===== src/hw/rtl/source_tokenizer_top_assert.svh =====
// Assertion macros for the source tokenizer RTL.
// Included by modules that check their own control logic; no other dependencies.
`ifndef SOURCE_TOKENIZER_TOP_ASSERT_SVH
`define SOURCE_TOKENIZER_TOP_ASSERT_SVH

`ifndef SYNTH
// Check that a condition holds at every clock edge outside reset
`define STOK_ASSERT(lbl, clk, rst, cond) \
  lbl: assert property (@(posedge clk) disable iff (rst) (cond)) \
    else $error("source tokenizer check failed");
// Check that a trigger implies a condition at the next clock edge
`define STOK_ASSERT_NEXT(lbl, clk, rst, trig, cond) \
  lbl: assert property (@(posedge clk) disable iff (rst) (trig) |=> (cond)) \
    else $error("source tokenizer check failed");
`else
`define STOK_ASSERT(lbl, clk, rst, cond)
`define STOK_ASSERT_NEXT(lbl, clk, rst, trig, cond)
`endif

`endif


===== src/hw/rtl/stok_pkg.sv =====
// Shared types, token kind codes and character class helpers for the tokenizer.
// No dependencies.
`default_nettype none

package stok_pkg;

  localparam int unsigned LINE_BITS_DEF   = 20;
  localparam int unsigned LENGTH_BITS_DEF = 8;
  localparam int unsigned CFG_LINE_W      = 20;
  localparam int unsigned APB_ADDR_W      = 3;
  localparam int unsigned APB_DATA_W      = 32;
  localparam int unsigned PREFIX_W        = 40;
  localparam int unsigned MAX_TOKENS      = 3;

  // Register byte addresses (bit 2 selects the register slot)
  localparam logic [APB_ADDR_W-1:0] REG_START_LINE = 3'd0;

  // Token kinds
  localparam logic [5:0] KIND_VAR       = 6'd0;
  localparam logic [5:0] KIND_PRINT     = 6'd1;
  localparam logic [5:0] KIND_IF        = 6'd2;
  localparam logic [5:0] KIND_ELSE      = 6'd3;
  localparam logic [5:0] KIND_FI        = 6'd4;
  localparam logic [5:0] KIND_LOOP      = 6'd5;
  localparam logic [5:0] KIND_DONE      = 6'd6;
  localparam logic [5:0] KIND_STEP      = 6'd7;
  localparam logic [5:0] KIND_FUN       = 6'd8;
  localparam logic [5:0] KIND_RET       = 6'd9;
  localparam logic [5:0] KIND_SYS       = 6'd10;
  localparam logic [5:0] KIND_ASSIGN    = 6'd11;
  localparam logic [5:0] KIND_ARROW     = 6'd12;
  localparam logic [5:0] KIND_PLUS      = 6'd13;
  localparam logic [5:0] KIND_PLUSPLUS  = 6'd14;
  localparam logic [5:0] KIND_MINUS     = 6'd15;
  localparam logic [5:0] KIND_MULTIPLY  = 6'd16;
  localparam logic [5:0] KIND_DIVISION  = 6'd17;
  localparam logic [5:0] KIND_LESS      = 6'd18;
  localparam logic [5:0] KIND_GREATER   = 6'd19;
  localparam logic [5:0] KIND_EQUAL     = 6'd20;
  localparam logic [5:0] KIND_NOT_EQ    = 6'd21;
  localparam logic [5:0] KIND_AND       = 6'd22;
  localparam logic [5:0] KIND_OR        = 6'd23;
  localparam logic [5:0] KIND_L_PAR     = 6'd24;
  localparam logic [5:0] KIND_R_PAR     = 6'd25;
  localparam logic [5:0] KIND_L_BRACKET = 6'd26;
  localparam logic [5:0] KIND_R_BRACKET = 6'd27;
  localparam logic [5:0] KIND_DOT       = 6'd28;
  localparam logic [5:0] KIND_COMMA     = 6'd29;
  localparam logic [5:0] KIND_SEMICOLON = 6'd30;
  localparam logic [5:0] KIND_NEWLN     = 6'd31;
  localparam logic [5:0] KIND_IDENT     = 6'd32;
  localparam logic [5:0] KIND_NUMBER    = 6'd33;
  localparam logic [5:0] KIND_FLOAT     = 6'd34;
  localparam logic [5:0] KIND_STRING    = 6'd35;
  localparam logic [5:0] KIND_EOF       = 6'd36;
  localparam logic [5:0] KIND_ERR       = 6'd37;

  // Error codes
  localparam logic [1:0] ERR_NONE      = 2'd0;
  localparam logic [1:0] ERR_BAD_BYTE  = 2'd1;
  localparam logic [1:0] ERR_OPEN_STR  = 2'd2;
  localparam logic [1:0] ERR_OPEN_CMNT = 2'd3;

  // Message lengths reported by error tokens
  localparam int unsigned MSG_LEN_BAD_BYTE  = 24;
  localparam int unsigned MSG_LEN_OPEN_STR  = 19;
  localparam int unsigned MSG_LEN_OPEN_CMNT = 26;

  // Character codes
  localparam logic [7:0] CH_LF     = 8'h0A;
  localparam logic [7:0] CH_QUOTE  = 8'h22;
  localparam logic [7:0] CH_PLUS   = 8'h2B;
  localparam logic [7:0] CH_MINUS  = 8'h2D;
  localparam logic [7:0] CH_DOT    = 8'h2E;
  localparam logic [7:0] CH_SLASH  = 8'h2F;
  localparam logic [7:0] CH_COLON  = 8'h3A;
  localparam logic [7:0] CH_EQUAL  = 8'h3D;
  localparam logic [7:0] CH_GT     = 8'h3E;
  localparam logic [7:0] CH_BANG   = 8'h21;
  localparam logic [7:0] CH_STAR   = 8'h2A;
  localparam logic [7:0] CH_UNDER  = 8'h5F;

  typedef enum logic [3:0] {
    MODE_IDLE        = 4'd0,
    MODE_HOLD        = 4'd1,
    MODE_IDENT       = 4'd2,
    MODE_INT         = 4'd3,
    MODE_INT_DOT     = 4'd4,
    MODE_FRAC        = 4'd5,
    MODE_STRING      = 4'd6,
    MODE_LINE_CMNT   = 4'd7,
    MODE_BLOCK       = 4'd8,
    MODE_BLOCK_STAR  = 4'd9
  } mode_e;

  // Fixed-width part of one token
  typedef struct packed {
    logic [5:0] kind;
    logic [1:0] err;
    logic [7:0] bad;
  } tok_meta_t;

  function automatic logic is_alpha(input logic [7:0] b);
    return (b >= 8'h61 && b <= 8'h7A) || (b >= 8'h41 && b <= 8'h5A);
  endfunction

  function automatic logic is_digit(input logic [7:0] b);
    return b >= 8'h30 && b <= 8'h39;
  endfunction

  function automatic logic is_space(input logic [7:0] b);
    return b == 8'h20 || (b >= 8'h09 && b <= 8'h0D);
  endfunction

  // Single-byte punctuators; IDENT marks no match
  function automatic logic [5:0] single_kind(input logic [7:0] b);
    logic [5:0] k;
    unique case (b)
      8'h2A:   k = KIND_MULTIPLY;
      8'h3C:   k = KIND_LESS;
      8'h3E:   k = KIND_GREATER;
      8'h3D:   k = KIND_EQUAL;
      8'h26:   k = KIND_AND;
      8'h7C:   k = KIND_OR;
      8'h28:   k = KIND_L_PAR;
      8'h29:   k = KIND_R_PAR;
      8'h5B:   k = KIND_L_BRACKET;
      8'h5D:   k = KIND_R_BRACKET;
      8'h2E:   k = KIND_DOT;
      8'h2C:   k = KIND_COMMA;
      8'h3B:   k = KIND_SEMICOLON;
      default: k = KIND_IDENT;
    endcase
    return k;
  endfunction

  // Keyword match on the right-aligned identifier bytes; IDENT if none
  function automatic logic [5:0] kw_match(input logic [PREFIX_W-1:0] p,
                                          input logic [2:0] n);
    logic [5:0] k;
    k = KIND_IDENT;
    if (n == 3'd3 && p == 40'h0000766172) k = KIND_VAR;
    if (n == 3'd2 && p == 40'h0000006966) k = KIND_IF;
    if (n == 3'd2 && p == 40'h0000006669) k = KIND_FI;
    if (n == 3'd4 && p == 40'h00656C7365) k = KIND_ELSE;
    if (n == 3'd4 && p == 40'h006C6F6F70) k = KIND_LOOP;
    if (n == 3'd4 && p == 40'h00646F6E65) k = KIND_DONE;
    if (n == 3'd5 && p == 40'h7072696E74) k = KIND_PRINT;
    if (n == 3'd5 && p == 40'h6E65776C6E) k = KIND_NEWLN;
    if (n == 3'd3 && p == 40'h0000737973) k = KIND_SYS;
    if (n == 3'd4 && p == 40'h0073746570) k = KIND_STEP;
    if (n == 3'd3 && p == 40'h000066756E) k = KIND_FUN;
    if (n == 3'd3 && p == 40'h0000726574) k = KIND_RET;
    return k;
  endfunction

endpackage

`default_nettype wire


===== src/hw/rtl/stok_scanner.sv =====
// Scanner core: holds the lexer state and turns one byte into up to three tokens.
// Depends on stok_pkg.
`default_nettype none

module stok_scanner
  import stok_pkg::*;
#(
  parameter int unsigned LINE_BITS   = LINE_BITS_DEF,
  parameter int unsigned LENGTH_BITS = LENGTH_BITS_DEF
) (
  input  wire logic                   clk_i,
  input  wire logic                   rst_ni,
  input  wire logic                   step_i,
  input  wire logic [7:0]             byte_i,
  input  wire logic                   eoi_i,
  input  wire logic                   cfg_we_i,
  input  wire logic [CFG_LINE_W-1:0]  cfg_line_i,
  input  wire logic [CFG_LINE_W-1:0]  start_line_i,
  output tok_meta_t                   tok_meta_o [MAX_TOKENS],
  output logic [LINE_BITS-1:0]        tok_line_o [MAX_TOKENS],
  output logic [LENGTH_BITS-1:0]      tok_len_o  [MAX_TOKENS],
  output logic [1:0]                  tok_cnt_o
);

  localparam int unsigned LEN_MAX = (1 << LENGTH_BITS) - 1;

  function automatic logic [LENGTH_BITS-1:0] sat_const(input int unsigned v);
    if (v > LEN_MAX) return LENGTH_BITS'(LEN_MAX);
    return LENGTH_BITS'(v);
  endfunction

  mode_e                   mode_q, mode_d;
  logic [7:0]              held_q, held_d;
  logic [LINE_BITS-1:0]    line_q, line_d;
  logic [LINE_BITS-1:0]    tsl_q, tsl_d;
  logic [LENGTH_BITS-1:0]  len_q, len_d;
  logic [PREFIX_W-1:0]     pfx_q, pfx_d;
  logic                    ovf_q, ovf_d;

  logic [LINE_BITS-1:0]    line_inc;
  logic [LENGTH_BITS:0]    len_add1, len_add2;
  logic [LENGTH_BITS-1:0]  len_inc1, len_inc2;
  logic                    id_char;
  tok_meta_t               held_meta;
  logic [LENGTH_BITS-1:0]  held_len;
  logic [5:0]              id_kind;
  logic [LENGTH_BITS-1:0]  id_len;
  logic [5:0]              sk;
  logic                    go_idle;
  logic [1:0]              cnt;

  // Shared helpers: line step, saturating length, pending token forms
  always_comb begin
    line_inc = line_q + LINE_BITS'(1);
    len_add1 = {1'b0, len_q} + (LENGTH_BITS + 1)'(1);
    len_add2 = {1'b0, len_q} + (LENGTH_BITS + 1)'(2);
    len_inc1 = len_add1[LENGTH_BITS] ? LENGTH_BITS'(LEN_MAX) : len_add1[LENGTH_BITS-1:0];
    len_inc2 = len_add2[LENGTH_BITS] ? LENGTH_BITS'(LEN_MAX) : len_add2[LENGTH_BITS-1:0];
    id_char  = is_alpha(byte_i) || is_digit(byte_i) || byte_i == CH_UNDER;
    sk       = single_kind(byte_i);

    held_len = sat_const(1);
    priority case (held_q)
      CH_SLASH: held_meta = '{kind: KIND_DIVISION, err: ERR_NONE, bad: 8'h00};
      CH_MINUS: held_meta = '{kind: KIND_MINUS, err: ERR_NONE, bad: 8'h00};
      CH_PLUS:  held_meta = '{kind: KIND_PLUS, err: ERR_NONE, bad: 8'h00};
      default: begin
        held_meta = '{kind: KIND_ERR, err: ERR_BAD_BYTE, bad: held_q};
        held_len  = sat_const(MSG_LEN_BAD_BYTE);
      end
    endcase

    if (ovf_q || len_q > LENGTH_BITS'(5)) id_kind = KIND_IDENT;
    else id_kind = kw_match(pfx_q, len_q[2:0]);
    id_len = (id_kind == KIND_NEWLN) ? sat_const(1) : len_q;
  end

  // Next state and emitted tokens
  always_comb begin
    mode_d  = mode_q;
    held_d  = held_q;
    line_d  = line_q;
    tsl_d   = tsl_q;
    len_d   = len_q;
    pfx_d   = pfx_q;
    ovf_d   = ovf_q;
    cnt     = 2'd0;
    go_idle = 1'b0;
    for (int i = 0; i < MAX_TOKENS; i++) begin
      tok_meta_o[i] = '0;
      tok_line_o[i] = line_q;
      tok_len_o[i]  = '0;
    end

    if (eoi_i) begin
      // Flush the pending token, then end-of-file, then clear
      unique case (mode_q)
        MODE_HOLD: begin
          tok_meta_o[cnt] = held_meta;
          tok_len_o[cnt]  = held_len;
          cnt = cnt + 2'd1;
        end
        MODE_IDENT: begin
          tok_meta_o[cnt] = '{kind: id_kind, err: ERR_NONE, bad: 8'h00};
          tok_len_o[cnt]  = id_len;
          cnt = cnt + 2'd1;
        end
        MODE_INT: begin
          tok_meta_o[cnt] = '{kind: KIND_NUMBER, err: ERR_NONE, bad: 8'h00};
          tok_len_o[cnt]  = len_q;
          cnt = cnt + 2'd1;
        end
        MODE_INT_DOT: begin
          tok_meta_o[cnt] = '{kind: KIND_NUMBER, err: ERR_NONE, bad: 8'h00};
          tok_len_o[cnt]  = len_q;
          cnt = cnt + 2'd1;
          tok_meta_o[cnt] = '{kind: KIND_DOT, err: ERR_NONE, bad: 8'h00};
          tok_len_o[cnt]  = sat_const(1);
          cnt = cnt + 2'd1;
        end
        MODE_FRAC: begin
          tok_meta_o[cnt] = '{kind: KIND_FLOAT, err: ERR_NONE, bad: 8'h00};
          tok_len_o[cnt]  = len_q;
          cnt = cnt + 2'd1;
        end
        MODE_STRING: begin
          tok_meta_o[cnt] = '{kind: KIND_ERR, err: ERR_OPEN_STR, bad: 8'h00};
          tok_line_o[cnt] = tsl_q;
          tok_len_o[cnt]  = sat_const(MSG_LEN_OPEN_STR);
          cnt = cnt + 2'd1;
        end
        MODE_BLOCK, MODE_BLOCK_STAR: begin
          tok_meta_o[cnt] = '{kind: KIND_ERR, err: ERR_OPEN_CMNT, bad: 8'h00};
          tok_line_o[cnt] = tsl_q;
          tok_len_o[cnt]  = sat_const(MSG_LEN_OPEN_CMNT);
          cnt = cnt + 2'd1;
        end
        default: ;
      endcase
      tok_meta_o[cnt] = '{kind: KIND_EOF, err: ERR_NONE, bad: 8'h00};
      tok_len_o[cnt]  = '0;
      cnt = cnt + 2'd1;
      mode_d = MODE_IDLE;
      held_d = 8'h00;
      line_d = LINE_BITS'(start_line_i);
      tsl_d  = '0;
      len_d  = '0;
      pfx_d  = '0;
      ovf_d  = 1'b0;
    end else begin
      unique case (mode_q)
        MODE_HOLD: begin
          if (held_q == CH_SLASH && byte_i == CH_SLASH) begin
            mode_d = MODE_LINE_CMNT;
          end else if (held_q == CH_SLASH && byte_i == CH_STAR) begin
            mode_d = MODE_BLOCK;
            tsl_d  = line_q;
          end else if ((held_q == CH_COLON && byte_i == CH_EQUAL) ||
                       (held_q == CH_MINUS && byte_i == CH_GT) ||
                       (held_q == CH_BANG && byte_i == CH_EQUAL) ||
                       (held_q == CH_PLUS && byte_i == CH_PLUS)) begin
            priority case (held_q)
              CH_COLON: tok_meta_o[cnt].kind = KIND_ASSIGN;
              CH_MINUS: tok_meta_o[cnt].kind = KIND_ARROW;
              CH_BANG:  tok_meta_o[cnt].kind = KIND_NOT_EQ;
              default:  tok_meta_o[cnt].kind = KIND_PLUSPLUS;
            endcase
            tok_len_o[cnt] = sat_const(2);
            cnt = cnt + 2'd1;
            mode_d = MODE_IDLE;
          end else begin
            tok_meta_o[cnt] = held_meta;
            tok_len_o[cnt]  = held_len;
            cnt = cnt + 2'd1;
            go_idle = 1'b1;
          end
        end
        MODE_IDENT: begin
          if (id_char) begin
            if (len_q >= LENGTH_BITS'(5)) ovf_d = 1'b1;
            pfx_d = {pfx_q[PREFIX_W-9:0], byte_i};
            len_d = len_inc1;
          end else begin
            tok_meta_o[cnt] = '{kind: id_kind, err: ERR_NONE, bad: 8'h00};
            tok_len_o[cnt]  = id_len;
            cnt = cnt + 2'd1;
            go_idle = 1'b1;
          end
        end
        MODE_INT: begin
          if (is_digit(byte_i)) begin
            len_d = len_inc1;
          end else if (byte_i == CH_DOT) begin
            mode_d = MODE_INT_DOT;
          end else begin
            tok_meta_o[cnt] = '{kind: KIND_NUMBER, err: ERR_NONE, bad: 8'h00};
            tok_len_o[cnt]  = len_q;
            cnt = cnt + 2'd1;
            go_idle = 1'b1;
          end
        end
        MODE_INT_DOT: begin
          if (is_digit(byte_i)) begin
            mode_d = MODE_FRAC;
            len_d  = len_inc2;
          end else begin
            tok_meta_o[cnt] = '{kind: KIND_NUMBER, err: ERR_NONE, bad: 8'h00};
            tok_len_o[cnt]  = len_q;
            cnt = cnt + 2'd1;
            tok_meta_o[cnt] = '{kind: KIND_DOT, err: ERR_NONE, bad: 8'h00};
            tok_len_o[cnt]  = sat_const(1);
            cnt = cnt + 2'd1;
            go_idle = 1'b1;
          end
        end
        MODE_FRAC: begin
          if (is_digit(byte_i)) begin
            len_d = len_inc1;
          end else begin
            tok_meta_o[cnt] = '{kind: KIND_FLOAT, err: ERR_NONE, bad: 8'h00};
            tok_len_o[cnt]  = len_q;
            cnt = cnt + 2'd1;
            go_idle = 1'b1;
          end
        end
        MODE_STRING: begin
          if (byte_i == CH_QUOTE) begin
            tok_meta_o[cnt] = '{kind: KIND_STRING, err: ERR_NONE, bad: 8'h00};
            tok_line_o[cnt] = tsl_q;
            tok_len_o[cnt]  = len_q;
            cnt = cnt + 2'd1;
            mode_d = MODE_IDLE;
          end else begin
            if (byte_i == CH_LF) line_d = line_inc;
            len_d = len_inc1;
          end
        end
        MODE_LINE_CMNT: begin
          if (byte_i == CH_LF) go_idle = 1'b1;
        end
        MODE_BLOCK, MODE_BLOCK_STAR: begin
          if (mode_q == MODE_BLOCK_STAR && byte_i == CH_SLASH) begin
            mode_d = MODE_IDLE;
          end else begin
            if (byte_i == CH_LF) line_d = line_inc;
            mode_d = (byte_i == CH_STAR) ? MODE_BLOCK_STAR : MODE_BLOCK;
          end
        end
        default: go_idle = 1'b1;
      endcase

      // Scan the byte as the start of a new token
      if (go_idle) begin
        mode_d = MODE_IDLE;
        if (is_space(byte_i)) begin
          if (byte_i == CH_LF) line_d = line_inc;
        end else if (byte_i == CH_SLASH || byte_i == CH_COLON || byte_i == CH_MINUS ||
                     byte_i == CH_BANG || byte_i == CH_PLUS) begin
          mode_d = MODE_HOLD;
          held_d = byte_i;
        end else if (byte_i == CH_QUOTE) begin
          mode_d = MODE_STRING;
          tsl_d  = line_q;
          len_d  = '0;
        end else if (is_alpha(byte_i) || byte_i == CH_UNDER) begin
          mode_d = MODE_IDENT;
          pfx_d  = PREFIX_W'(byte_i);
          len_d  = sat_const(1);
          ovf_d  = 1'b0;
        end else if (is_digit(byte_i)) begin
          mode_d = MODE_INT;
          len_d  = sat_const(1);
        end else if (sk != KIND_IDENT) begin
          tok_meta_o[cnt] = '{kind: sk, err: ERR_NONE, bad: 8'h00};
          tok_len_o[cnt]  = sat_const(1);
          cnt = cnt + 2'd1;
        end else begin
          tok_meta_o[cnt] = '{kind: KIND_ERR, err: ERR_BAD_BYTE, bad: byte_i};
          tok_len_o[cnt]  = sat_const(MSG_LEN_BAD_BYTE);
          cnt = cnt + 2'd1;
        end
      end
    end
    tok_cnt_o = cnt;
  end

  // Hold the scan state; a config write reloads the line counter
  always_ff @(posedge clk_i or negedge rst_ni) begin
    if (!rst_ni) begin
      mode_q <= MODE_IDLE;
      held_q <= 8'h00;
      line_q <= LINE_BITS'(1);
      tsl_q  <= '0;
      len_q  <= '0;
      pfx_q  <= '0;
      ovf_q  <= 1'b0;
    end else begin
      if (cfg_we_i) begin
        line_q <= LINE_BITS'(cfg_line_i);
      end else if (step_i) begin
        line_q <= line_d;
      end
      if (step_i) begin
        mode_q <= mode_d;
        held_q <= held_d;
        tsl_q  <= tsl_d;
        len_q  <= len_d;
        pfx_q  <= pfx_d;
        ovf_q  <= ovf_d;
      end
    end
  end

endmodule

`default_nettype wire


===== src/hw/rtl/source_tokenizer_top.sv =====
// Top level of the streaming source tokenizer: APB register, token queue, output stage.
// Depends on stok_pkg, stok_scanner and source_tokenizer_top_assert.svh.
//
// Usage: source bytes enter on the s_axis channel, one byte per request, with
// s_axis_tuser high marking end of input (the byte is then ignored). Tokens
// leave on the m_axis channel; m_axis_tuser holds the token kind and
// m_axis_tlast marks the last token caused by one input request.
// The start_line register (APB address 0) loads the line counter at once; the user must
// write it only while the block is idle, which the block itself leaves unchecked.
// A token passes from the scanner through the token queue and the output register to m_axis.
// Throughput: one byte per cycle while m_axis_tready is high; a byte that yields
// several tokens (up to three) holds the input until the single output port has
// drained the three-entry token queue down to its last token.
// Reset clears the scan state, sets start_line to 1 and empties the queue and
// the output register. When the receiver stalls, the output register holds
// its token and one more byte can still be accepted into the queue; after
// that s_axis_tready drops until the queue drains.
`default_nettype none

`include "source_tokenizer_top_assert.svh"

module source_tokenizer_top
  import stok_pkg::*;
#(
  parameter int unsigned LINE_BITS   = LINE_BITS_DEF,
  parameter int unsigned LENGTH_BITS = LENGTH_BITS_DEF,
  localparam int unsigned TDATA_W    = ((LINE_BITS + LENGTH_BITS + 10 + 7) / 8) * 8
) (
  input  wire logic                  clk_i,
  input  wire logic                  rst_ni,
  input  wire logic                  s_axis_tvalid,
  output logic                       s_axis_tready,
  input  wire logic [7:0]            s_axis_tdata,   // [7:0] in_byte
  input  wire logic                  s_axis_tuser,   // [0] end_of_input
  output logic                       m_axis_tvalid,
  input  wire logic                  m_axis_tready,
  output logic [TDATA_W-1:0]         m_axis_tdata,   // token_line, token_length, error_code, bad_byte
  output logic [5:0]                 m_axis_tuser,   // [5:0] token_kind
  output logic                       m_axis_tlast,
  input  wire logic                  psel,
  input  wire logic                  penable,
  input  wire logic                  pwrite,
  input  wire logic [APB_ADDR_W-1:0] paddr,
  input  wire logic [APB_DATA_W-1:0] pwdata,
  output logic [APB_DATA_W-1:0]      prdata,
  output logic                       pready
);

  logic [CFG_LINE_W-1:0]   start_line_q;
  logic                    cfg_we;

  tok_meta_t               tok_meta [MAX_TOKENS];
  logic [LINE_BITS-1:0]    tok_line [MAX_TOKENS];
  logic [LENGTH_BITS-1:0]  tok_len  [MAX_TOKENS];
  logic [1:0]              tok_cnt;

  tok_meta_t               pend_meta_q [MAX_TOKENS];
  logic [LINE_BITS-1:0]    pend_line_q [MAX_TOKENS];
  logic [LENGTH_BITS-1:0]  pend_len_q  [MAX_TOKENS];
  logic                    pend_last_q [MAX_TOKENS];
  logic [1:0]              pend_cnt_q;

  tok_meta_t               out_meta_q;
  logic [LINE_BITS-1:0]    out_line_q;
  logic [LENGTH_BITS-1:0]  out_len_q;
  logic                    out_last_q;
  logic                    out_valid_q;

  logic                    in_acc;
  logic                    pop;

  // APB register port
  assign pready = 1'b1;
  assign cfg_we = psel && penable && pwrite && (paddr == REG_START_LINE);
  assign prdata = (paddr[2] == REG_START_LINE[2]) ? APB_DATA_W'(start_line_q) : '0;

  always_ff @(posedge clk_i or negedge rst_ni) begin
    if (!rst_ni) begin
      start_line_q <= CFG_LINE_W'(1);
    end else if (cfg_we) begin
      start_line_q <= pwdata[CFG_LINE_W-1:0];
    end
  end

  // Handshake: take a request when the queue will be empty this cycle
  assign pop           = (pend_cnt_q != 2'd0) && (!out_valid_q || m_axis_tready);
  assign s_axis_tready = (pend_cnt_q == 2'd0) || (pend_cnt_q == 2'd1 && pop);
  assign in_acc        = s_axis_tvalid && s_axis_tready;

  stok_scanner #(
    .LINE_BITS   (LINE_BITS),
    .LENGTH_BITS (LENGTH_BITS)
  ) u_scanner (
    .clk_i        (clk_i),
    .rst_ni       (rst_ni),
    .step_i       (in_acc),
    .byte_i       (s_axis_tdata),
    .eoi_i        (s_axis_tuser),
    .cfg_we_i     (cfg_we),
    .cfg_line_i   (pwdata[CFG_LINE_W-1:0]),
    .start_line_i (start_line_q),
    .tok_meta_o   (tok_meta),
    .tok_line_o   (tok_line),
    .tok_len_o    (tok_len),
    .tok_cnt_o    (tok_cnt)
  );

  // Queue fill level
  always_ff @(posedge clk_i or negedge rst_ni) begin
    if (!rst_ni) begin
      pend_cnt_q <= 2'd0;
    end else if (in_acc) begin
      pend_cnt_q <= tok_cnt;
    end else if (pop) begin
      pend_cnt_q <= pend_cnt_q - 2'd1;
    end
  end

  // Queue payload: load fresh tokens or advance one slot
  always_ff @(posedge clk_i) begin
    if (in_acc) begin
      for (int i = 0; i < MAX_TOKENS; i++) begin
        pend_meta_q[i] <= tok_meta[i];
        pend_line_q[i] <= tok_line[i];
        pend_len_q[i]  <= tok_len[i];
        pend_last_q[i] <= (2'(i) == tok_cnt - 2'd1);
      end
    end else if (pop) begin
      for (int i = 0; i < MAX_TOKENS - 1; i++) begin
        pend_meta_q[i] <= pend_meta_q[i+1];
        pend_line_q[i] <= pend_line_q[i+1];
        pend_len_q[i]  <= pend_len_q[i+1];
        pend_last_q[i] <= pend_last_q[i+1];
      end
    end
  end

  // Output register
  always_ff @(posedge clk_i or negedge rst_ni) begin
    if (!rst_ni) begin
      out_valid_q <= 1'b0;
    end else if (pop) begin
      out_valid_q <= 1'b1;
    end else if (m_axis_tready) begin
      out_valid_q <= 1'b0;
    end
  end

  always_ff @(posedge clk_i) begin
    if (pop) begin
      out_meta_q <= pend_meta_q[0];
      out_line_q <= pend_line_q[0];
      out_len_q  <= pend_len_q[0];
      out_last_q <= pend_last_q[0];
    end
  end

  assign m_axis_tvalid = out_valid_q;
  assign m_axis_tuser  = out_meta_q.kind;
  assign m_axis_tlast  = out_last_q;
  assign m_axis_tdata  = TDATA_W'({out_meta_q.bad, out_meta_q.err, out_len_q, out_line_q});

  // Checks
  `STOK_ASSERT(a_queue_bound, clk_i, !rst_ni, pend_cnt_q <= 2'd3)
  `STOK_ASSERT(a_accept_empty, clk_i, !rst_ni, !in_acc || pend_cnt_q == 2'd0 || pop)
  `STOK_ASSERT_NEXT(a_pop_loads, clk_i, !rst_ni, pop, m_axis_tvalid)
  `STOK_ASSERT(a_eof_last, clk_i, !rst_ni, !(m_axis_tvalid && m_axis_tuser == KIND_EOF) || m_axis_tlast)

endmodule

`default_nettype wire

===== config.mk =====
export PLATFORM = sky130hd
export DESIGN_NAME = source_tokenizer_top
export DESIGN_NICKNAME = d
export VERILOG_FILES = /design/src/hw/rtl/stok_pkg.sv /design/src/hw/rtl/stok_scanner.sv /design/src/hw/rtl/source_tokenizer_top.sv
export VERILOG_INCLUDE_DIRS = /design/src /design/src/hw/rtl
export SDC_FILE = /design/constraint.sdc
export NUM_CORES = 1
export LEC_CHECK = 0
export BUFFER_PORTS_ARGS = -buffer_cell sky130_fd_sc_hd__buf_2
export CORE_AREA = 2 2 173 175
export DETAILED_ROUTE_END_ITERATION = 8
export DIE_AREA = 0 0 175 177
export GPL_TIMING_DRIVEN = 0
export MAX_ROUTING_LAYER = met4
export PLACE_DENSITY = 0.81
export SLEW_MARGIN = 20
export SYNTH_ARGS = -nofsm -noshare
export SYNTH_HDL_FRONTEND = slang
export SYNTH_SLANG_ARGS = --single-unit

===== constraint.sdc =====
create_clock -name clk_i -period 6.3 [get_ports clk_i]
set_input_delay 1.26 -clock clk_i [delete_from_list [all_inputs] [get_ports clk_i]]
set_output_delay 1.26 -clock clk_i [all_outputs]
set_load 0.02 [all_outputs]

# ---- Word-level counts from Yosys, hierarchy flattened
# Memories as Yosys holds them, arrays and structs flattened. A register that Yosys moved wholly into a read port is not among the register bits.
# Cells that the tools add are included.
dict set report totals {
  regBits 124
  mem_bits_rw 135
  inputBits 51
  out_inout_bits 82
  wordCells 386
  mem_count 4
}
# name words word_bits rd rd_ports_with_merged_regs write_ports line_no
set mem_list {}
lappend mem_list {pend_line_q 3 20 3 1 3 source_tokenizer_top.sv:58} ;# logic [LINE_BITS-1:0] pend_line_q [MAX_TOKENS];
lappend mem_list {pend_meta_q 3 16 3 1 3 source_tokenizer_top.sv:57} ;# tok_meta_t pend_meta_q [MAX_TOKENS];
lappend mem_list {pend_len_q 3 8 3 1 3 source_tokenizer_top.sv:59} ;# logic [LENGTH_BITS-1:0] pend_len_q [MAX_TOKENS];
lappend mem_list {pend_last_q 3 1 3 1 3 source_tokenizer_top.sv:60} ;# logic pend_last_q [MAX_TOKENS];
dict set report op_classes {
  n_addsub 7
  n_lt_le_gt_ge 14
  n_eq_ne 63
  n_mux 200
  bitwise 21
  reduce_logical 67
}
# cell count
set ops {}
lappend ops {{$mux W20} 24}
lappend ops {{$mux W48} 8}
lappend ops {{$mux W40} 8}
lappend ops {{$mux W16} 17}
lappend ops {{$mux W8} 34}
lappend ops {{$mux W24} 8}
lappend ops {{$pmux W16 S6} 2}
lappend ops {{$eq A8 B6 Y1 const B} 22}
lappend ops {{$eq A40 B23 Y1 const B} 4}
lappend ops {{$eq A40 B31 Y1 const B} 4}
lappend ops {{$bwmux W48} 2}
lappend ops {{$mux W6} 14}
lappend ops {{$eq A40 B15 Y1 const B} 2}
lappend ops {{$eq A40 B39 Y1 const B} 2}
lappend ops {{$pmux W6 S13} 1}
lappend ops {{$demux W16 S2} 2}
lappend ops {{$mux W4} 14}
lappend ops {{$pmux W16 S3} 1}
lappend ops {{$pmux W8 S6} 1}
lappend ops {{$and A42 B42 Y42} 1}
lappend ops {{$not A42 Y42} 1}
lappend ops {{$pmux W20 S2} 1}
lappend ops {{$pmux W8 S5} 1}
lappend ops {{$mux W1} 34}
lappend ops {{66 further kinds} 164}

# ---- Logic depth before layout (Yosys ltp)
# Gate-level depths: netlist (run 1).
dict set report depth {
  ltp_word 30
  ltp_mapped 15
  ltp_nobuf 13
}

# ---- Cells and area by module
# A second synthesis (run 1) with hierarchy kept.
dict set report unflattened {
  cells_unflattened 1561
  area_unflattened_um2 17121.4
}
# mod instances cells_per_inst area_per_inst_um2 seq_area_each_um2
set by_module_without_submodules {}
lappend by_module_without_submodules {stok_scanner 1 1166 9236.4 2528.7}
lappend by_module_without_submodules {source_tokenizer_top 1 395 7885.1 5982.0}

# ---- Worst setup path before layout (run 1)
# No wires, ideal clock.
dict set report synth_timing {
  path_type {input to register}
  startpoint {input m_axis_tready}
  endpoint {memory pend_last_q[0], enable pin}
  setup_ns 0.442
  arrival_ns 5.098
  t_required_ns 5.858
  slack_ns 0.760
  cell_stages 3
  path_buffers 0
  cell_sequence {nor2b_1 -> nor2_1 -> a21o_1}
}
# element line_no
set synth_lines {}
lappend synth_lines {{from (decl)} source_tokenizer_top.sv:36} ;# input wire logic m_axis_tready,
lappend synth_lines {{to (decl)} source_tokenizer_top.sv:60}

==> results of run 1 <==
power breakdown:
group          switching (mW)  internal (mW)
logic                    1.76          0.832
registers               0.407           2.95
clock network           0.731           1.02
total                    2.90           4.80
kinds of logic after synthesis:
logic type,Yosys count,synth area share
compound gates,456,0.197
simple gates,660,0.212
flops,290,0.511
other cells,2,0.000474
xor+xnor,11,0.00608
buf+inv,156,0.0425
mux,26,0.0167
fa+ha+maj,18,0.0141
cells in the final DEF, fill, tap and decap left out, types with 8 or more instances in the layout:
cell | synthesis | routed
a211oi_1 | 13 | 13
a21o_1 | 22 | 21
a21oi_1 | 56 | 56
a22o_1 | 50 | 50
a22oi_1 | 37 | 37
a31oi_1 | 18 | 18
a32oi_1 | 8 | 8
and2_1 | 28 | 28
and3_1 | 29 | 29
buf_1 | 9 | 9
buf_2 | 7 | 109
buf_4 | 15 | 15
clkbuf_1 | 97 | 111
clkbuf_16 | 0 | 29
conb_1 | 2 | 15
dfrtp_1 | 122 | 122
edfxtp_1 | 166 | 166
ha_1 | 17 | 17
inv_1 | 25 | 25
mux2i_1 | 23 | 23
nand2_1 | 253 | 253
nand2b_1 | 15 | 15
nand3_1 | 43 | 43
nand4_1 | 21 | 21
nor2_1 | 96 | 95
nor2b_1 | 46 | 46
nor3_1 | 29 | 29
nor4_1 | 20 | 19
o21ai_0 | 123 | 123
o21ai_1 | 11 | 11
o221ai_1 | 12 | 12
o22ai_1 | 12 | 12
o31ai_1 | 15 | 15
or3_1 | 10 | 10
or4_1 | 8 | 8
flip-flops by register name, summed over array words and instances, names as in the netlist:
name              count
u_scanner.line_q     20
m_axis_tlast          1
out_len_q             8
pend_cnt_q            2
m_axis_tuser          6
u_scanner.pfx_q      40
pend_meta_q          46
m_axis_tdata         10
pend_line_q          60
pend_len_q           12
start_line_q         20
pend_last_q           3
u_scanner.len_q       8
u_scanner.ovf_q       1
u_scanner.held_q      8
u_scanner.tsl_q      20
u_scanner.mode_q      4
m_axis_tvalid         1
out_line_q           20
final cells by class:
type | instances | share of cell area
Sequential cell | 290 | 0.451
Multi-Input combinational cell | 1186 | 0.398
Clock buffer | 47 | 0.0459
Timing Repair Buffer | 106 | 0.0337
Buffer | 131 | 0.0325
Tap cell | 390 | 0.0272
Clock inverter | 7 | 0.00704
Inverter | 25 | 0.00523
routing by layer:
| metal | track usage | vias up |
|---|---|---|
| li1 | - | 6324 |
| met1 | 0.482 | 6798 |
| met2 | 0.504 | 829 |
| met3 | 0.0485 | 118 |
| met4 | 0.101 | 0 |
| met5 | - | - |
worst register-to-register path, stage by stage (launching register included):
cell	delay, ps
dfrtp_1	470
nor3b_1	470
nand4_1	400
o21ai_2	490
o21ai_0	160
a211oi_1	610
ha_1	410
and3_1	200
o211ai_2	230
and2b_1	320
a31o_2	290
a22o_1	280
metrics by stage:
step                setup WS [ps]  hold WS (ps)  instance area [um2]  instances
floorplan                     760           400                15900       1632
CTS                          1030           417                17900       2182
global route                  731           426                17900       2182
detailed placement            448           405                17000       2128
global placement             -653           401                16900       2125
finish                        872           415                17900       2182
cells in the mapped netlist (all sizes together), types with 10 or more instances:
library cell,n,area [um2]
edfxtp,166,4980
o22ai,12,75.1
o21ai,135,679
a211oi,13,97.6
ha,17,213
buf,34,215
nand2b,15,93.8
nand2,253,950
nor2b,46,288
inv,25,93.8
dfrtp,122,3050
nand3,43,215
or3,10,62.6
mux2i,23,230
and2,30,188
a22oi,38,290
a21o,22,165
nor2,96,360
nor3,29,145
a22o,50,438
nor4,22,150
clkbuf,97,364
nand4,21,131
a21oi,56,280
and3,29,181
a31oi,18,113
o221ai,12,105
o31ai,15,113
final timing paths:
check	startpoint	end	depth (start not counted)
max	s_axis_tdata[7]	pend_len_q[0][1]	13
min	pend_line_q[0][16]	out_line_q[16]	0
max reg2reg	u_scanner.held_q[7]	pend_len_q[0][1]	11
min reg2reg	pend_line_q[0][16]	out_line_q[16]	0
max in group asynchronous	rst_ni	start_line_q[0]	2
min in group asynchronous	rst_ni	u_scanner.pfx_q[13]	1
==> impl_metrics.json, run 1 <==
{
  "netlist_instances": 1619,
  "leakage_nw": 7.24,
  "crit_chain": "buf_2 > nor4bb_1 > and2_1 > clkbuf_1 > clkbuf_1 > o21ai_0 > a211oi_1 > ha_1 > and3_1 > o211ai_2 > and2b_1 > a31o_2 > a22o_1",
  "drt_iter0_markers": 1690,
  "crit_path_end_kind": "register",
  "crit_path_top_delay_cell": "nor4bb_1",
  "r2r_slack_ps": 1710,
  "drc": 0,
  "die-width_um": 175,
  "multiInputGateArea_mm2": 0.00714,
  "cts.sinks": 290,
  "grt_max_degree": 77,
  "clk_latency_ps": 570,
  "grt-ovfl-total": 0,
  "cts_tree": "built",
  "root_buffer": "clkbuf_16",
  "ys_seq_area_frac": 0.511,
  "setup_violations": 0,
  "worstMarginPinSlew_ps": 1110,
  "power_mw": 7.70,
  "post_cts_buffers": 0,
  "yosysUniqueCellTypes": 93,
  "io_pins": 133,
  "diodes": 0,
  "htree_levels": 1,
  "antenna_found_initial": 0,
  "fillCellCount": 2446,
  "cts_buffers": 29,
  "port-buffer-count": 103,
  "postRouteAntennaNets": 0,
  "fin_crit_sh": 0.862,
  "grt_pass1_vias": 13300,
  "drive_above_1_share": 0.116,
  "worstPathArrival_ps": 5740,
  "outcome": "complete, no violations",
  "path_clk_slew_ps": 60,
  "syn_to_final_growth_pct": 13.4,
  "m1WireLength_mm": 21.6,
  "worstSetupPathType": "in -> reg",
  "drt-pass1-iter-count": 6,
  "drt-total-wl_mm": 51.2,
  "route.vias.total": 14100,
  "gr-usage-all-layers": 0.337,
  "synthArstFlopShare": 0.428,
  "rsz0062_at_grt": "no",
  "clock_path_buffers": 3,
  "drv_cap": 0,
  "slew_viol_final": 0,
  "finalNetCount": 1837,
  "ys_warn_count": 0,
  "initial_core_util": 0.541,
  "core_mm2": 0.0292,
  "met2_length_mm": 22.8,
  "hold_buffers": 0,
  "cp-start-kind": "input pin",
  "synth_area_mm2": 0.0158,
  "required_ps": 6610,
  "cts.repair.resized": 0,
  "hp-class": "reg -> reg",
  "synth_edf_count": 166,
  "final_util": 0.614,
  "wl_per_cell_um": 23.4,
  "ys_seq_elements": 290,
  "fin_crit_ps": 5430,
  "highest_layer": "met4",
  "place_hpwl_mm": 37.8,
  "fp.dieH_um": 177,
  "fmax_ghz": 0.184,
  "grt_pass1_wl_mm": 78.3,
  "cpMostUsedCell": "clkbuf_1",
  "timing.slew.headroom": 0.256,
  "irDropWorstVdd_v": 0.000239,
  "power_density_mw_per_mm2": 429,
  "synth_area_per_cell_um2": 9.78,
  "synth_flop_cell": "edfxtp_1",
  "cp_max_fo": 10,
  "hold_viol_final": 0,
  "gp_congestion": 1.04,
  "met3_length_mm": 5.21,
  "tns_ps": 0,
  "via_per_inst": 6.45,
  "cp_num_buf_inv": 3,
  "clock_skew_ps": 15.8,
  "max_stage_delay_ps": 870,
  "dieArea_mm2": 0.0310,
  "rows": 63,
  "crit_family": "simple AND/OR/NAND/NOR gates",
  "seq_area_mm2": 0.00809
}
(Power assumes the default switching activity.)
==> run 2: changes to the inputs <==
--- a/config.mk
+++ b/config.mk
@@ -7,12 +7,14 @@
 export NUM_CORES = 1
 export LEC_CHECK = 0
 export BUFFER_PORTS_ARGS = -buffer_cell sky130_fd_sc_hd__buf_2
-export CORE_AREA = 2 2 173 175
+export CELL_PAD_IN_SITES_DETAIL_PLACEMENT = 2
+export CELL_PAD_IN_SITES_GLOBAL_PLACEMENT = 2
+export CORE_AREA = 2 2 205 207
 export DETAILED_ROUTE_END_ITERATION = 8
-export DIE_AREA = 0 0 175 177
+export DIE_AREA = 0 0 207 209
 export GPL_TIMING_DRIVEN = 0
 export MAX_ROUTING_LAYER = met4
-export PLACE_DENSITY = 0.81
+export PLACE_DENSITY = 0.87
 export SLEW_MARGIN = 20
 export SYNTH_ARGS = -nofsm -noshare
 export SYNTH_HDL_FRONTEND = slang
==> run 2 against run 1 <==
Register-to-register slack worse by 190 ps. Via count is 4.0% higher. Clock power is 14% higher. Critical path depth is 1 lower. Largest power group unchanged. Die area is 40% higher. Maximum frequency is 8.8% lower. Highest routed layer unchanged. Setup slack worse by 530 ps. Total power is 7.4% higher. Critical path type unchanged. Sequential power is 1% higher.
==> impl_metrics.json, run 2 (synthesis gave the netlist of run 1 again) <==
{
  "crit_path_end_kind": "register",
  "worstSetupPathType": "in -> reg",
  "antenna_found_initial": 3,
  "clock_skew_ps": 21.4,
  "worstPathArrival_ps": 6270,
  "cts_tree": "built",
  "postRouteAntennaNets": 0,
  "crit_chain": "buf_2 > nor4bb_1 > and2_1 > clkbuf_1 > clkbuf_1 > o21ai_0 > a211oi_1 > ha_1 > nand2_1 > nor3_1 > nor2_1 > o211ai_1",
  "cpMostUsedCell": "clkbuf_1",
  "dieArea_mm2": 0.0433,
  "fin_crit_ps": 5960,
  "clock_path_buffers": 3,
  "fin_crit_sh": 0.945,
  "path_clk_slew_ps": 60,
  "max_stage_delay_ps": 940,
  "drt_iter0_markers": 1345,
  "leakage_nw": 7.35,
  "setup_violations": 0,
  "cts.repair.resized": 0,
  "gr-usage-all-layers": 0.315,
  "die-width_um": 207,
  "gp_congestion": 0.975,
  "drt-total-wl_mm": 66.5,
  "startpoint": "s_axis_tdata[7]",
  "io_pins": 133,
  "route.vias.total": 14600,
  "hold_buffers": 0,
  "r2r_start": "u_scanner.held_q[7]",
  "drive_above_1_share": 0.125,
  "drc": 0,
  "place_hpwl_mm": 47.9,
  "via_per_inst": 6.24,
  "largest_reg_flops": 60,
  "wl_per_cell_um": 28.4,
  "cts.sinks": 290,
  "core_mm2": 0.0413,
  "power_density_mw_per_mm2": 450,
  "slew_viol_final": 0,
  "cp-start-kind": "input pin",
  "final_cell_mix": "nand2_1 (253), edfxtp_1 (166), o21ai_0 (123)",
  "drt-pass1-iter-count": 5,
  "layout_commonest_cell": "nand2_1",
  "post_cts_buffers": 0,
  "fin_ws_ps": 345,
  "port-buffer-count": 103,
  "fmax_ghz": 0.168,
  "outcome": "complete, no violations",
  "regMostFlops": "pend_line_q",
  "hp-class": "reg -> reg",
  "grt-ovfl-total": 0,
  "rr_endpoint": "pend_len_q[0][3]",
  "grt_pass1_vias": 15700,
  "hold_viol_final": 0,
  "crit_family": "simple AND/OR/NAND/NOR gates",
  "cp_max_fo": 10,
  "finalNetCount": 1844,
  "cp_num_buf_inv": 3,
  "grt_max_degree": 65,
  "fp.dieH_um": 209,
  "grt_pass1_wl_mm": 101,
  "initial_core_util": 0.383,
  "rsz0062_at_grt": "no",
  "reg2reg_depth": 10,
  "pre_cts_ws_ps": -23.5,
  "syn_to_final_growth_pct": 15.9,
  "crit_path_top_delay_cell": "nor4bb_1",
  "r2r_slack_ps": 1520,
  "required_ps": 6610,
  "reg.largest.list": "pend_line_q (60), pend_meta_q (46), u_scanner.pfx_q (40)",
  "cts_buffers": 35,
  "root_buffer": "clkbuf_16",
  "stdcell_count": 2344,
  "htree_levels": 2,
  "placed_cells": 2278,
  "cp-endpoint": "pend_len_q[0][3]",
  "drv_cap": 0,
  "rows": 75,
  "cp.depth": 12,
  "irDropWorstVdd_v": 0.000266,
  "clk_latency_ps": 550,
  "worstMarginPinSlew_ps": 1160,
  "timing.slew.headroom": 0.216
}
-- run 2: cell count changes in the layout (fill, tap and decap cells not counted), sizes merged --
cell    previous run  this run
buf              140       141
bufinv             3         1
diode              0         3
clkinv             2        10
inv               26        27
clkbuf           144       146
-- run 2: layout make-up --
cell class | instances | area (um2)
fillers | 4478 | 22900
repair buffers | 107 | 636
plain buffers | 131 | 583
multi-input cells | 1186 | 7160
inverters | 25 | 93.8
clock buffers | 49 | 978
clock inverters | 14 | 136
flip-flops and latches | 290 | 8090
well taps | 539 | 674
diodes | 3 | 7.51
-- run 2: worst min-delay path by stage --
stage / startpoint / end / cells after the start
after floorplan: pend_meta_q[0][8] / m_axis_tdata[28] / 0
after global placement: pend_line_q[0][2] / out_line_q[2] / 0
after detailed placement: pend_len_q[0][2] / out_len_q[2] / 0
after CTS: pend_line_q[0][7] / out_line_q[7] / 0
after global routing: pend_len_q[0][2] / out_len_q[2] / 0
final: pend_line_q[0][7] / out_line_q[7] / 0
-- run 2: worst reg2reg max path, stage by stage, from the launching register on --
cell      delay (ps)
dfrtp_1          470
nor3b_1          460
nand4_1          460
o21ai_2          480
o21ai_0          180
a211oi_1         620
ha_1             360
nand2_1          130
nor3_1           870
nor2_1           250
o211ai_1         260
-- run 2: metal layers --
layer | wire length [um] | up-vias | GRT usage
met5 | 0 | - | -
met4 | 2510 | 0 | 0.118
met3 | 4270 | 135 | 0.0403
met2 | 31100 | 575 | 0.492
met1 | 28600 | 7594 | 0.421
li1 | - | 6332 | -
-- run 2: power by group --
| group | switching [mW] | internal [mW] |
|---|---|---|
| clock network | 0.847 | 1.14 |
| registers | 0.447 | 2.95 |
| logic | 2.03 | 0.851 |
| total | 3.32 | 4.94 |
-- run 2: stage by stage --
step	hold WS [ps]	TNS, ps	util	power, mW	area (um2)
floorplan	400	0	-	4.94	15900
global placement	404	-109940	0.413	5.91	17100
detailed placement	410	-23.5	0.417	6.20	17200
CTS	421	0	0.444	8.25	18300
global route	423	0	0.445	8.65	18400
finish	420	0	0.445	8.27	18400
==> run 3: changes to the inputs <==
--- a/config.mk
+++ b/config.mk
@@ -9,12 +9,13 @@
 export BUFFER_PORTS_ARGS = -buffer_cell sky130_fd_sc_hd__buf_2
 export CELL_PAD_IN_SITES_DETAIL_PLACEMENT = 2
 export CELL_PAD_IN_SITES_GLOBAL_PLACEMENT = 2
-export CORE_AREA = 2 2 205 207
+export CORE_AREA = 2 2 198 200
 export DETAILED_ROUTE_END_ITERATION = 8
-export DIE_AREA = 0 0 207 209
+export DIE_AREA = 0 0 200 202
 export GPL_TIMING_DRIVEN = 0
 export MAX_ROUTING_LAYER = met4
-export PLACE_DENSITY = 0.87
+export PLACE_DENSITY = 0.92
+export SETUP_SLACK_MARGIN = 0.1
 export SLEW_MARGIN = 20
 export SYNTH_ARGS = -nofsm -noshare
 export SYNTH_HDL_FRONTEND = slang
==> constraint.sdc (replaced) <==
create_clock -name clk_i -period 7.2 [get_ports clk_i]
set_input_delay 1.44 -clock clk_i [delete_from_list [all_inputs] [get_ports clk_i]]
set_output_delay 1.44 -clock clk_i [all_outputs]
set_load 0.02 [all_outputs]
==> run 3 against run 2 <==
Setup slack improved by 860 ps. Sequential power fell by 11%. Sequential cell count unchanged. Die area down 6.6%. Routed wire length is 5.5% higher. Clock power decreased by 13%. Final area is 0.18% lower. Via count up 2.0%. Combinational power fell by 10%. Largest cell class unchanged.
==> impl_metrics.json, run 3 (synthesis gave the netlist of run 1 again) <==
{
  "rows": 72,
  "hold_viol_final": 0,
  "outcome": "complete, no violations",
  "fin_crit_sh": 0.832,
  "fp.dieH_um": 202,
  "required_ps": 7480,
  "hp-class": "reg -> reg",
  "syn_to_final_growth_pct": 15.7,
  "clk_latency_ps": 570,
  "r2r_slack_ps": 2440,
  "via_per_inst": 6.43,
  "cts.sinks": 290,
  "cp-start-kind": "input pin",
  "drv_cap": 0,
  "grt_max_degree": 89,
  "port-buffer-count": 103,
  "htree_levels": 2,
  "root_buffer": "clkbuf_16",
  "cts.repair.resized": 0,
  "crit_path_end_kind": "register",
  "cts_buffers": 34,
  "irDropWorstVdd_v": 0.000225,
  "clock_path_buffers": 3,
  "fmax_ghz": 0.167,
  "slew_viol_final": 0,
  "cp_max_fo": 10,
  "worstPathArrival_ps": 6270,
  "fin_ws_ps": 1210,
  "grt-ovfl-total": 0,
  "finalNetCount": 1843,
  "setup_violations": 0,
  "dieArea_mm2": 0.0404,
  "timing.slew.headroom": 0.255,
  "hold_start": "pend_len_q[0][4]",
  "cts_tree": "built",
  "layout_commonest_cell": "nand2_1",
  "gp_congestion": 0.972,
  "reg2reg_depth": 11,
  "regMostFlops": "pend_line_q",
  "holdPathStages": 0,
  "power_density_mw_per_mm2": 400,
  "holdPathEnd": "out_len_q[4]",
  "leakage_nw": 7.35,
  "route.vias.total": 14900,
  "drc": 0,
  "path_clk_slew_ps": 60,
  "antenna_found_initial": 3,
  "worstSetupPathType": "in -> reg",
  "drt-total-wl_mm": 70.2,
  "grt_pass1_wl_mm": 105,
  "post_cts_buffers": 0,
  "drt-pass1-iter-count": 5,
  "hold_buffers": 0,
  "rsz0062_at_grt": "no",
  "rr_endpoint": "pend_len_q[0][1]",
  "core_mm2": 0.0383,
  "drt_iter0_markers": 1306,
  "place_hpwl_mm": 49.9,
  "postRouteAntennaNets": 0,
  "wl_per_cell_um": 30.2,
  "gr-usage-all-layers": 0.362,
  "clock_skew_ps": 28.9,
  "pre_cts_ws_ps": 844,
  "use_met1": 0.445,
  "grt_pass1_vias": 16400,
  "initial_core_util": 0.414,
  "fin_crit_ps": 5990,
  "drive_above_1_share": 0.125,
  "power_mw": 7.33,
  "largest_reg_flops": 60,
  "final_cell_mix": "nand2_1 (253), edfxtp_1 (166), o21ai_0 (123)",
  "worstMarginPinSlew_ps": 1110,
  "r2r_start": "u_scanner.held_q[7]",
  "io_pins": 133,
  "reg.largest.list": "pend_line_q (60), pend_meta_q (46), u_scanner.pfx_q (40)",
  "grt-busiest-layer": "met2",
  "gr-usage-met2": 0.573,
  "die-width_um": 200,
  "hold_slack_ps": 419,
  "gr-usage-met3": 0.0739
}
run 3: changes by cell type in the layout (fill, tap and decap cells not counted), sizes merged:
| cell | before | now |
|---|---|---|
| bufinv | 1 | 0 |
| clkbuf | 146 | 149 |
| clkinv | 10 | 7 |
run 3: area by class of cell:
type                       count  area, um2
clock buffer                  52       1020
tap                          518        648
multi-input combinational   1186       7170
timing repair buffer         107        636
fill                        4072      20000
sequential                   290       8090
clock inverter                10       73.8
buffer                       131        583
inverter                      25       93.8
antenna                        3       7.51
run 3: critical path, cell delays in order:
cell and delay (ps):
buf_2 140, nor4bb_1 840, and2_1 240, clkbuf_1 380
clkbuf_1 580, o21ai_0 230, a211oi_1 660, ha_1 360
and3_1 200, o211ai_2 240, and2b_1 340, a31o_2 310
a22o_1 290
run 3: worst max-delay path by stage:
| stage | to | slack, ps | start |
|---|---|---|---|
| 5_1_grt | pend_len_q[0][1] | 1120 | s_axis_tdata[7] |
| 2_1_floorplan | pend_last_q[0] | 1480 | m_axis_tready |
| 6_report | pend_len_q[0][1] | 1210 | s_axis_tdata[7] |
| 3_3_place_gp | pend_meta_q[0][3] | -380 | m_axis_tready |
| 4_1_cts | pend_len_q[0][3] | 1390 | s_axis_tdata[7] |
| 3_5_place_dp | pend_len_q[0][3] | 840 | s_axis_tdata[7] |
run 3: report_power, final:
group	leakage, nW	internal, mW	switching [mW]
Combinational	3.62	0.746	1.84
Clock	0.538	0.988	0.746
Sequential	3.19	2.59	0.426
run 3: per-stage QoR:
stage	util	instance area, um2	instances	setup TNS [ps]
after floorplan	-	15900	1632	0
after global placement	0.445	17000	2253	-31230
after detailed placement	0.449	17200	2257	0
after CTS	0.478	18300	2319	0
after global routing	0.479	18300	2322	0
final	0.479	18300	2322	0
run 3: per-layer routing:
layer	vias up	wire length (um)
met1	7599	27900
met4	0	3150
met3	215	5420
li1	6354	-
met2	760	33700
met5	-	0
